[config.mk]
export PLATFORM = sky130hd
export DESIGN_NAME = wav_stream_to_dac_samples_flat
export DESIGN_NICKNAME = d
export VERILOG_FILES = /design/src/hw/rtl/wsd_pkg.sv /design/src/hw/rtl/wsd_stream_if.sv /design/src/hw/rtl/wsd_frame_core.sv /design/src/hw/rtl/wav_stream_to_dac_samples.sv /design/src/flat_wrapper.sv
export SDC_FILE = /design/constraint.sdc
export NUM_CORES = 1
export LEC_CHECK = 0
export ABC_AREA = 1
export BUFFER_PORTS_ARGS = -buffer_cell sky130_fd_sc_hd__buf_4
export CAP_MARGIN = 10
export CORE_ASPECT_RATIO = 1.75
export CORE_MARGIN = 4
export CORE_UTILIZATION = 55
export CTS_CLUSTER_DIAMETER = 150
export DETAILED_ROUTE_END_ITERATION = 8
export PLACE_DENSITY = 0.75
export SLEW_MARGIN = 20
export SYNTH_ARGS = -nofsm -noshare
export SYNTH_HDL_FRONTEND = slang
export SYNTH_SLANG_ARGS = --single-unit
[constraint.sdc]
create_clock -name clk_i -period 2.2 [get_ports clk_i]
set_input_delay 0.44 -clock clk_i [delete_from_list [all_inputs] [get_ports clk_i]]
set_output_delay 0.44 -clock clk_i [all_outputs]
set_load 0.02 [all_outputs]
[src/hw/rtl/wsd_pkg.sv]
// Package for the WAV byte stream to DAC sample converter.
// Shared constants, the result struct and the sample code function.
// No dependencies.
package wsd_pkg;

  localparam int unsigned HeaderBytesDefault = 44;

  localparam int unsigned ByteW   = 8;
  localparam int unsigned FieldW  = 16;
  localparam int unsigned CodeW   = 12;
  localparam int unsigned PhaseW  = 2;

  // Header byte offsets of the little-endian fields
  localparam int unsigned PosChannels = 22;
  localparam int unsigned PosRate     = 24;
  localparam int unsigned PosAlign    = 32;

  // Supported block align / channel count pairs
  localparam logic [FieldW-1:0] Align8     = 16'd1;
  localparam logic [FieldW-1:0] AlignMono  = 16'd2;
  localparam logic [FieldW-1:0] AlignStero = 16'd4;
  localparam logic [FieldW-1:0] ChanMono   = 16'd1;
  localparam logic [FieldW-1:0] ChanStereo = 16'd2;

  typedef struct packed {
    logic              valid;
    logic [CodeW-1:0]  sample_value;
    logic              channel;
    logic              eight_bit;
    logic [FieldW-1:0] rate_hz;
  } result_t;

  // Sign flip of the 16-bit sample then shift right by 4
  function automatic logic [CodeW-1:0] to_code(input logic [ByteW-1:0] lo,
                                               input logic [ByteW-1:0] hi);
    to_code = {~hi[7], hi[6:0], lo[7:4]};
  endfunction

endpackage

[src/hw/rtl/wsd_stream_if.sv]
// Stream interfaces for the WAV converter: byte input and sample output.
// Depends on wsd_pkg.
interface wsd_byte_if;
  logic                     valid;
  logic                     ready;
  logic [wsd_pkg::ByteW-1:0] data_byte;
  logic                     first_byte;

  modport source (output valid, output data_byte, output first_byte, input ready);
  modport sink   (input valid, input data_byte, input first_byte, output ready);
endinterface

interface wsd_sample_if;
  logic                      valid;
  logic                      ready;
  logic [wsd_pkg::CodeW-1:0]  sample_value;
  logic                      channel;
  logic                      eight_bit;
  logic [wsd_pkg::FieldW-1:0] rate_hz;

  modport source (output valid, output sample_value, output channel, output eight_bit,
                  output rate_hz, input ready);
  modport sink   (input valid, input sample_value, input channel, input eight_bit,
                  input rate_hz, output ready);
endinterface

[src/hw/rtl/wsd_frame_core.sv]
// Header capture and sample framing state for the WAV converter.
// Updates state on step_i and presents the result for the current word.
// Depends on wsd_pkg.
module wsd_frame_core #(
  parameter int unsigned HeaderBytes = wsd_pkg::HeaderBytesDefault
) (
  input  logic                      clk_i,
  input  logic                      rst_ni,
  input  logic                      step_i,
  input  logic [wsd_pkg::ByteW-1:0] data_byte_i,
  input  logic                      first_byte_i,
  output wsd_pkg::result_t          res_o
);
  localparam int unsigned PosW = $clog2(HeaderBytes + 1);
  localparam logic [PosW-1:0] PosHdr   = PosW'(HeaderBytes);
  localparam logic [PosW-1:0] PosChLo  = PosW'(wsd_pkg::PosChannels);
  localparam logic [PosW-1:0] PosChHi  = PosW'(wsd_pkg::PosChannels + 1);
  localparam logic [PosW-1:0] PosRtLo  = PosW'(wsd_pkg::PosRate);
  localparam logic [PosW-1:0] PosRtHi  = PosW'(wsd_pkg::PosRate + 1);
  localparam logic [PosW-1:0] PosAlLo  = PosW'(wsd_pkg::PosAlign);
  localparam logic [PosW-1:0] PosAlHi  = PosW'(wsd_pkg::PosAlign + 1);

  logic [PosW-1:0]                 pos_q, pos_d, pos_e;
  logic [wsd_pkg::ByteW-1:0]       low_q, low_d, low_e;
  logic [wsd_pkg::PhaseW-1:0]      phase_q, phase_d, phase_e;
  logic [wsd_pkg::FieldW-1:0]      rate_q, rate_d, rate_e;
  logic [wsd_pkg::FieldW-1:0]      chan_q, chan_d, chan_e;
  logic [wsd_pkg::FieldW-1:0]      align_q, align_d, align_e;
  logic                            fmt_mono, fmt_stereo;

  always_comb begin
    // a file start clears everything before this word is taken
    pos_e   = first_byte_i ? '0 : pos_q;
    low_e   = first_byte_i ? '0 : low_q;
    phase_e = first_byte_i ? '0 : phase_q;
    rate_e  = first_byte_i ? '0 : rate_q;
    chan_e  = first_byte_i ? '0 : chan_q;
    align_e = first_byte_i ? '0 : align_q;

    pos_d   = pos_e;
    low_d   = low_e;
    phase_d = phase_e;
    rate_d  = rate_e;
    chan_d  = chan_e;
    align_d = align_e;

    fmt_mono   = (align_e == wsd_pkg::AlignMono) && (chan_e == wsd_pkg::ChanMono);
    fmt_stereo = (align_e == wsd_pkg::AlignStero) && (chan_e == wsd_pkg::ChanStereo);

    res_o          = '0;
    res_o.rate_hz  = rate_e;

    if (pos_e < PosHdr) begin
      if (pos_e == PosChLo) chan_d[7:0]   = data_byte_i;
      if (pos_e == PosChHi) chan_d[15:8]  = data_byte_i;
      if (pos_e == PosRtLo) rate_d[7:0]   = data_byte_i;
      if (pos_e == PosRtHi) rate_d[15:8]  = data_byte_i;
      if (pos_e == PosAlLo) align_d[7:0]  = data_byte_i;
      if (pos_e == PosAlHi) align_d[15:8] = data_byte_i;
      pos_d = pos_e + PosW'(1);
    end else if (align_e == wsd_pkg::Align8) begin
      res_o.valid        = 1'b1;
      res_o.eight_bit    = 1'b1;
      res_o.sample_value = {{(wsd_pkg::CodeW - wsd_pkg::ByteW){1'b0}}, data_byte_i};
    end else if (fmt_mono || fmt_stereo) begin
      // mono wraps after two bytes, stereo after four
      if (fmt_mono ? (phase_e >= 2'd1) : (phase_e == 2'd3)) phase_d = '0;
      else                                                  phase_d = phase_e + 2'd1;
      if (!phase_e[0]) begin
        low_d = data_byte_i;
      end else begin
        res_o.valid        = 1'b1;
        res_o.channel      = phase_e[1];
        res_o.sample_value = wsd_pkg::to_code(low_e, data_byte_i);
      end
    end
  end

  always_ff @(posedge clk_i or negedge rst_ni) begin
    if (!rst_ni) begin
      pos_q   <= '0;
      low_q   <= '0;
      phase_q <= '0;
      rate_q  <= '0;
      chan_q  <= '0;
      align_q <= '0;
    end else if (step_i) begin
      pos_q   <= pos_d;
      low_q   <= low_d;
      phase_q <= phase_d;
      rate_q  <= rate_d;
      chan_q  <= chan_d;
      align_q <= align_d;
    end
  end

endmodule

[src/hw/rtl/wav_stream_to_dac_samples.sv]
// Top level of the WAV byte stream to DAC sample converter.
// Input word register, framing core and output result register.
// Depends on wsd_pkg, wsd_stream_if and wsd_frame_core.
//
// Usage:
//   byte_i carries the WAV file one byte per word; first_byte marks the first
//   byte of a file and restarts header capture. The first HeaderBytes bytes
//   are header and give no sample. sample_o carries one DAC code per 8-bit
//   byte, or one per 16-bit little-endian sample (mono or stereo, channel
//   tags left/right). Unsupported formats and header bytes give no word.
//   A byte accepted into the input register passes the framing core into the
//   output register and shows on sample_o from there. Throughput: one byte
//   per cycle unless sample_o stalls, as each register holds one word.
//   When sample_o stalls, the output register holds its word and the input
//   register still takes one more byte; byte_i.ready then drops until the
//   output is taken.
//   Reset clears all header fields, the byte counter and both register
//   valids; bytes after reset count as header as if a file had begun.
module wav_stream_to_dac_samples #(
  parameter int unsigned HeaderBytes = wsd_pkg::HeaderBytesDefault
) (
  input  logic         clk_i,
  input  logic         rst_ni,
  wsd_byte_if.sink     byte_i,
  wsd_sample_if.source sample_o
);
  logic                      in_vld_q;
  logic [wsd_pkg::ByteW-1:0] in_byte_q;
  logic                      in_first_q;
  logic                      advance;
  wsd_pkg::result_t          res;
  wsd_pkg::result_t          out_q;

  assign advance      = in_vld_q && (!out_q.valid || sample_o.ready);
  assign byte_i.ready = !in_vld_q || advance;

  always_ff @(posedge clk_i or negedge rst_ni) begin
    if (!rst_ni) begin
      in_vld_q <= 1'b0;
    end else if (byte_i.ready) begin
      in_vld_q <= byte_i.valid;
    end
  end

  always_ff @(posedge clk_i) begin
    if (byte_i.ready && byte_i.valid) begin
      in_byte_q  <= byte_i.data_byte;
      in_first_q <= byte_i.first_byte;
    end
  end

  wsd_frame_core #(
    .HeaderBytes(HeaderBytes)
  ) u_core (
    .clk_i       (clk_i),
    .rst_ni      (rst_ni),
    .step_i      (advance),
    .data_byte_i (in_byte_q),
    .first_byte_i(in_first_q),
    .res_o       (res)
  );

  always_ff @(posedge clk_i or negedge rst_ni) begin
    if (!rst_ni) begin
      out_q <= '0;
    end else if (advance) begin
      out_q <= res;
    end else if (sample_o.ready) begin
      out_q.valid <= 1'b0;
    end
  end

  assign sample_o.valid        = out_q.valid;
  assign sample_o.sample_value = out_q.sample_value;
  assign sample_o.channel      = out_q.channel;
  assign sample_o.eight_bit    = out_q.eight_bit;
  assign sample_o.rate_hz      = out_q.rate_hz;

endmodule
[src/flat_wrapper.sv]
// flat-port wrapper written by rule: the top's interface ports become plain ports
module wav_stream_to_dac_samples_flat 
#(
  parameter int unsigned HeaderBytes = wsd_pkg::HeaderBytesDefault
)
  (clk_i, rst_ni, byte_i_valid, byte_i_data_byte, byte_i_first_byte, byte_i_ready, sample_o_valid, sample_o_sample_value, sample_o_channel, sample_o_eight_bit, sample_o_rate_hz, sample_o_ready);
  wsd_byte_if byte_i_i ();
  wsd_sample_if sample_o_i ();
  input  logic clk_i;
  input  logic rst_ni;
  input wire logic [$bits(byte_i_i.valid)-1:0] byte_i_valid;
  input wire logic [$bits(byte_i_i.data_byte)-1:0] byte_i_data_byte;
  input wire logic [$bits(byte_i_i.first_byte)-1:0] byte_i_first_byte;
  output wire logic [$bits(byte_i_i.ready)-1:0] byte_i_ready;
  output wire logic [$bits(sample_o_i.valid)-1:0] sample_o_valid;
  output wire logic [$bits(sample_o_i.sample_value)-1:0] sample_o_sample_value;
  output wire logic [$bits(sample_o_i.channel)-1:0] sample_o_channel;
  output wire logic [$bits(sample_o_i.eight_bit)-1:0] sample_o_eight_bit;
  output wire logic [$bits(sample_o_i.rate_hz)-1:0] sample_o_rate_hz;
  input wire logic [$bits(sample_o_i.ready)-1:0] sample_o_ready;
  assign byte_i_i.valid = byte_i_valid;
  assign byte_i_i.data_byte = byte_i_data_byte;
  assign byte_i_i.first_byte = byte_i_first_byte;
  assign byte_i_ready = byte_i_i.ready;
  assign sample_o_valid = sample_o_i.valid;
  assign sample_o_sample_value = sample_o_i.sample_value;
  assign sample_o_channel = sample_o_i.channel;
  assign sample_o_eight_bit = sample_o_i.eight_bit;
  assign sample_o_rate_hz = sample_o_i.rate_hz;
  assign sample_o_i.ready = sample_o_ready;
  wav_stream_to_dac_samples #(.HeaderBytes(HeaderBytes)) u_core (.clk_i(clk_i), .rst_ni(rst_ni), .byte_i(byte_i_i), .sample_o(sample_o_i));
endmodule
==> impl_metrics.json <==
{
  "synth_area_per_cell_sq_um": 8.13,
  "cp-end-kind": "register",
  "design.die.area_sq_mm": 0.0109,
  "p_sw_mw": 0.961,
  "layoutNonFillerInstCount": 796,
  "crit-reg2reg-capture": "u_core.u_core.chan_q[4]$_DFFE_PN0P_",
  "postSynthCellCount": 624,
  "fp.dieW_um": 80.6,
  "post-route-worst-setup-slack_ns": 0.100,
  "finalCritPeriodShare_pct": 95.4,
  "power.static_leakage_nw": 2.73,
  "chip_height_um": 135,
  "clkSlewWorstSetupHoldPaths_ns": 0.07,
  "synth.lib_cells_used.distinct": 34,
  "grt-busiest-layer": "met2",
  "drt_pass1_iterations": 7,
  "timing.reg2reg.setup_slack_ns": 0.10,
  "setup_violators_final": 0,
  "initial_standard_cell_utilization_of_the_core_pct": 56.1,
  "setup_tns_ns": 0,
  "max_cap_viol_count": 0,
  "status": "finished clean",
  "power.combinational.fraction_pct": 8.8,
  "detailedPlace.worstSlack_ns": 0.0242,
  "critical_path.max_fanout": 5,
  "pin_count_of_the_biggest_net_entering_global_routing": 50,
  "clock_power_share_pct": 39.8,
  "drc": 0,
  "use_met1_pct": 29.9,
  "port_buffers": 44,
  "initial_antenna_violation_count": 0,
  "seq_power_share_pct": 51.4,
  "clock-skew-final_ns": 0.00649,
  "global_route.overflow_total": 0,
  "synth_sequential_area_ratio_pct": 50.7,
  "worstHoldPathType": "primary input to asynchronous set/reset pin",
  "wire_length_of_the_first_global_routing_pass_mm": 21.3,
  "grtUsageMet2_pct": 45.2,
  "number_of_vias_per_cell_after_detailed_routing": 5.68,
  "timing.critical_path.to": "u_core.u_core.chan_q[4]$_DFFE_PN0P_",
  "routed-via-count": 4521,
  "max_clock_freq_ghz": 0.476,
  "grt.total_usage_pct": 25.7,
  "floorplan.io_pins": 45,
  "insertedDiodeCount": 0,
  "layout.core_utilization_pct": 65.3,
  "post_synth_instance_area_sq_mm": 0.00507,
  "synth_top_cells_by_area": "sky130_fd_sc_hd__dfrtp_1 (45%), sky130_fd_sc_hd__nand2_1 (11%), sky130_fd_sc_hd__o21ai_0 (7.2%)",
  "tritoncts.num_buffers": 9,
  "vdd.ir_drop.worst_v": 0.000500,
  "ctsHoldBuffers": 0,
  "number_of_slew_limit_violations_in_the_final_report": 0,
  "max_slew_margin_pct": 62.5,
  "r2r_cells": 11,
  "mostFrequentLayoutCells": "sky130_fd_sc_hd__nand2_1 (143), sky130_fd_sc_hd__dfrtp_1 (92), sky130_fd_sc_hd__o21ai_0 (73)",
  "worstSetupPathType": "register to register",
  "finalWorstPathRequiredPeriod_ns": 2.10,
  "antenna_violating_nets_post_route": 0,
  "wirelength_mm": 13.2,
  "netlist.top_cell.by_area": "sky130_fd_sc_hd__dfrtp_1",
  "placement_rows": 46,
  "swShare_pct": 24.7,
  "timing.critical_path.arrival_ns": 2.32,
  "clkSinkCount": 101,
  "critPathLaunchType": "register",
  "clk-insertion-delay-late_ns": 0.34,
  "globalRouteMet3Util_pct": 3.94,
  "rr_startpoint": "u_core.in_first_q$_DFFE_PP_",
  "synth.ff_latch_count": 101,
  "first_global_vias": 4340,
  "mappedNetlistNets": 643,
  "coreArea_sq_mm": 0.00904,
  "cts_root_buffer": "sky130_fd_sc_hd__clkbuf_16",
  "wire_per_inst_um": 16.6,
  "post-dp-hpwl_mm": 9.29,
  "power.density_mw_per_mm2": 660,
  "synth.top_cell.area_share_pct": 45.4,
  "drt-initial-drc-count": 325,
  "placed_cells_incl_taps": 776,
  "worst_slew_pin_slew_ns": 0.563,
  "critPathLaunch": "u_core.in_first_q$_DFFE_PP_",
  "syn_to_final_growth_pct": 16.4,
  "finalHoldViolCount": 0,
  "fin_nets": 690,
  "tritoncts": "built",
  "clockBufferDepth": 2,
  "htreeDepth": 3,
  "drive_above_1_share_pct": 16.7,
  "finalWeightedCongestion": 0.913,
  "worst-endpoint-required_ns": 2.42,
  "cell_internal_pwr_mw": 2.93,
  "layout_commonest_cell": "sky130_fd_sc_hd__nand2_1",
  "yosys_warnings": 0
}
==> Yosys cell counts <==
cell type and number:
sky130_fd_sc_hd__nand2_1 144, sky130_fd_sc_hd__dfrtp_1 92, sky130_fd_sc_hd__o21ai_0 73, sky130_fd_sc_hd__nor2_1 61, sky130_fd_sc_hd__inv_1 53, sky130_fd_sc_hd__a21oi_1 38, sky130_fd_sc_hd__nand3_1 29, sky130_fd_sc_hd__o21ai_1 23
sky130_fd_sc_hd__clkbuf_1 14, sky130_fd_sc_hd__a31oi_1 13, sky130_fd_sc_hd__buf_2 9, sky130_fd_sc_hd__edfxtp_1 9, sky130_fd_sc_hd__a22oi_1 8, sky130_fd_sc_hd__ha_1 6, sky130_fd_sc_hd__nor2_2 6, sky130_fd_sc_hd__o21a_1 5
sky130_fd_sc_hd__inv_2 4, sky130_fd_sc_hd__o21ai_2 4, sky130_fd_sc_hd__o22ai_1 4, sky130_fd_sc_hd__buf_1 3, sky130_fd_sc_hd__buf_6 3, sky130_fd_sc_hd__nand2_2 3, sky130_fd_sc_hd__nand3_2 3, sky130_fd_sc_hd__nand4_1 3
sky130_fd_sc_hd__nor3_1 3, sky130_fd_sc_hd__nand4_2 2, sky130_fd_sc_hd__nor2_4 2, sky130_fd_sc_hd__a21oi_4 1, sky130_fd_sc_hd__inv_4 1, sky130_fd_sc_hd__nand3_4 1, sky130_fd_sc_hd__nor3_2 1, sky130_fd_sc_hd__o211ai_1 1
sky130_fd_sc_hd__xnor2_1 1, sky130_fd_sc_hd__xor2_1 1
==> registers in the layout, summed over array words and instances (netlist names) <==
name and cells:
u_core.sample_o.rate_hz 16, u_core.u_core.align_q 16, u_core.u_core.chan_q 16, u_core.u_core.rate_q 16, u_core.sample_o.sample_value 12, u_core.in_byte_q 8
u_core.u_core.pos_q 6, u_core.u_core.low_q 4, u_core.u_core.phase_q 2, u_core.in_first_q 1, u_core.in_vld_q 1, u_core.sample_o.channel 1
u_core.sample_o.eight_bit 1, u_core.sample_o.valid 1
==> power groups by stage <==
| stage | registers, mW | clock network (mW) | logic [mW] |
|---|---|---|---|
| final | 2.00 | 1.55 | 0.342 |
| after global routing | 2.01 | 1.67 | 0.382 |
| after CTS | 2.00 | 1.57 | 0.343 |
| after detailed placement | 2.04 | 0 | 0.342 |
| after global placement | 2.03 | 0 | 0.337 |
| after floorplan | 2.01 | 0 | 0.218 |
==> worst min path at each step <==
stage,slack [ns],endpoint
2_1_floorplan,0.14,u_core.in_vld_q$_DFFE_PN0N_
3_3_place_gp,0.40,u_core.u_core.align_q[12]$_DFFE_PN0P_
3_5_place_dp,0.40,u_core.u_core.align_q[12]$_DFFE_PN0P_
4_1_cts,0.04,u_core.u_core.align_q[12]$_DFFE_PN0P_
5_1_grt,0.05,u_core.u_core.align_q[12]$_DFFE_PN0P_
6_report,0.02,u_core.u_core.align_q[12]$_DFFE_PN0P_
==> cell families (layout without fill, tap and decap cells) <==
logic type	count (synthesis)	count (layout)	synth area share, %
DFF	101	101	50.7
adders and majority gates	6	6	1.48
AOI/OAI and AO/OA	170	170	18.4
xor gates and xnor gates	2	2	0.345
and+or+nand+nor	258	258	21.9
buffers and inverters	87	139	7.16
==> final cells by class <==
type | instances | area, sq um
clock inverter | 6 | 62.6
timing repair buffer | 65 | 510
inverter | 58 | 224
sequential | 101 | 2570
tap | 120 | 150
multi-input combinational | 436 | 2150
fill | 778 | 3130
clock buffer | 10 | 229
==> timing repair <==
item                       in CTS  in global routing
buffers inserted                0                  4
resized for setup               0                  5
setup endpoints to repair       0                 20
==> routing by layer <==
layer / vias to the layer above / part of all wire (%)
met5: - / 0
met4: 0 / 4.4
met3: 41 / 4.5
met2: 164 / 53
met1: 2150 / 38
li1: 2166 / -
==> worst max-delay path, stage by stage, from the launching register on <==
cell and delay [ns]:
sky130_fd_sc_hd__edfxtp_1 0.45, sky130_fd_sc_hd__buf_4 0.19, sky130_fd_sc_hd__nor2_1 0.13, sky130_fd_sc_hd__buf_4 0.13, sky130_fd_sc_hd__ha_1 0.15, sky130_fd_sc_hd__nand3_1 0.13
sky130_fd_sc_hd__nor2_4 0.20, sky130_fd_sc_hd__clkinvlp_4 0.14, sky130_fd_sc_hd__buf_4 0.18, sky130_fd_sc_hd__buf_4 0.14, sky130_fd_sc_hd__nand3_1 0.07, sky130_fd_sc_hd__a31oi_1 0.08
==> through the flow <==
step / hold WS [ns] / total power [mW] / area [sq um]
after floorplan: 0.144 / 2.23 / 5070
after global placement: 0.403 / 2.37 / 5560
after detailed placement: 0.403 / 2.38 / 5560
after CTS: 0.0403 / 3.92 / 5860
after global routing: 0.0464 / 4.06 / 5900
final: 0.0239 / 3.90 / 5900
Power figures use the tool's default switching activity.
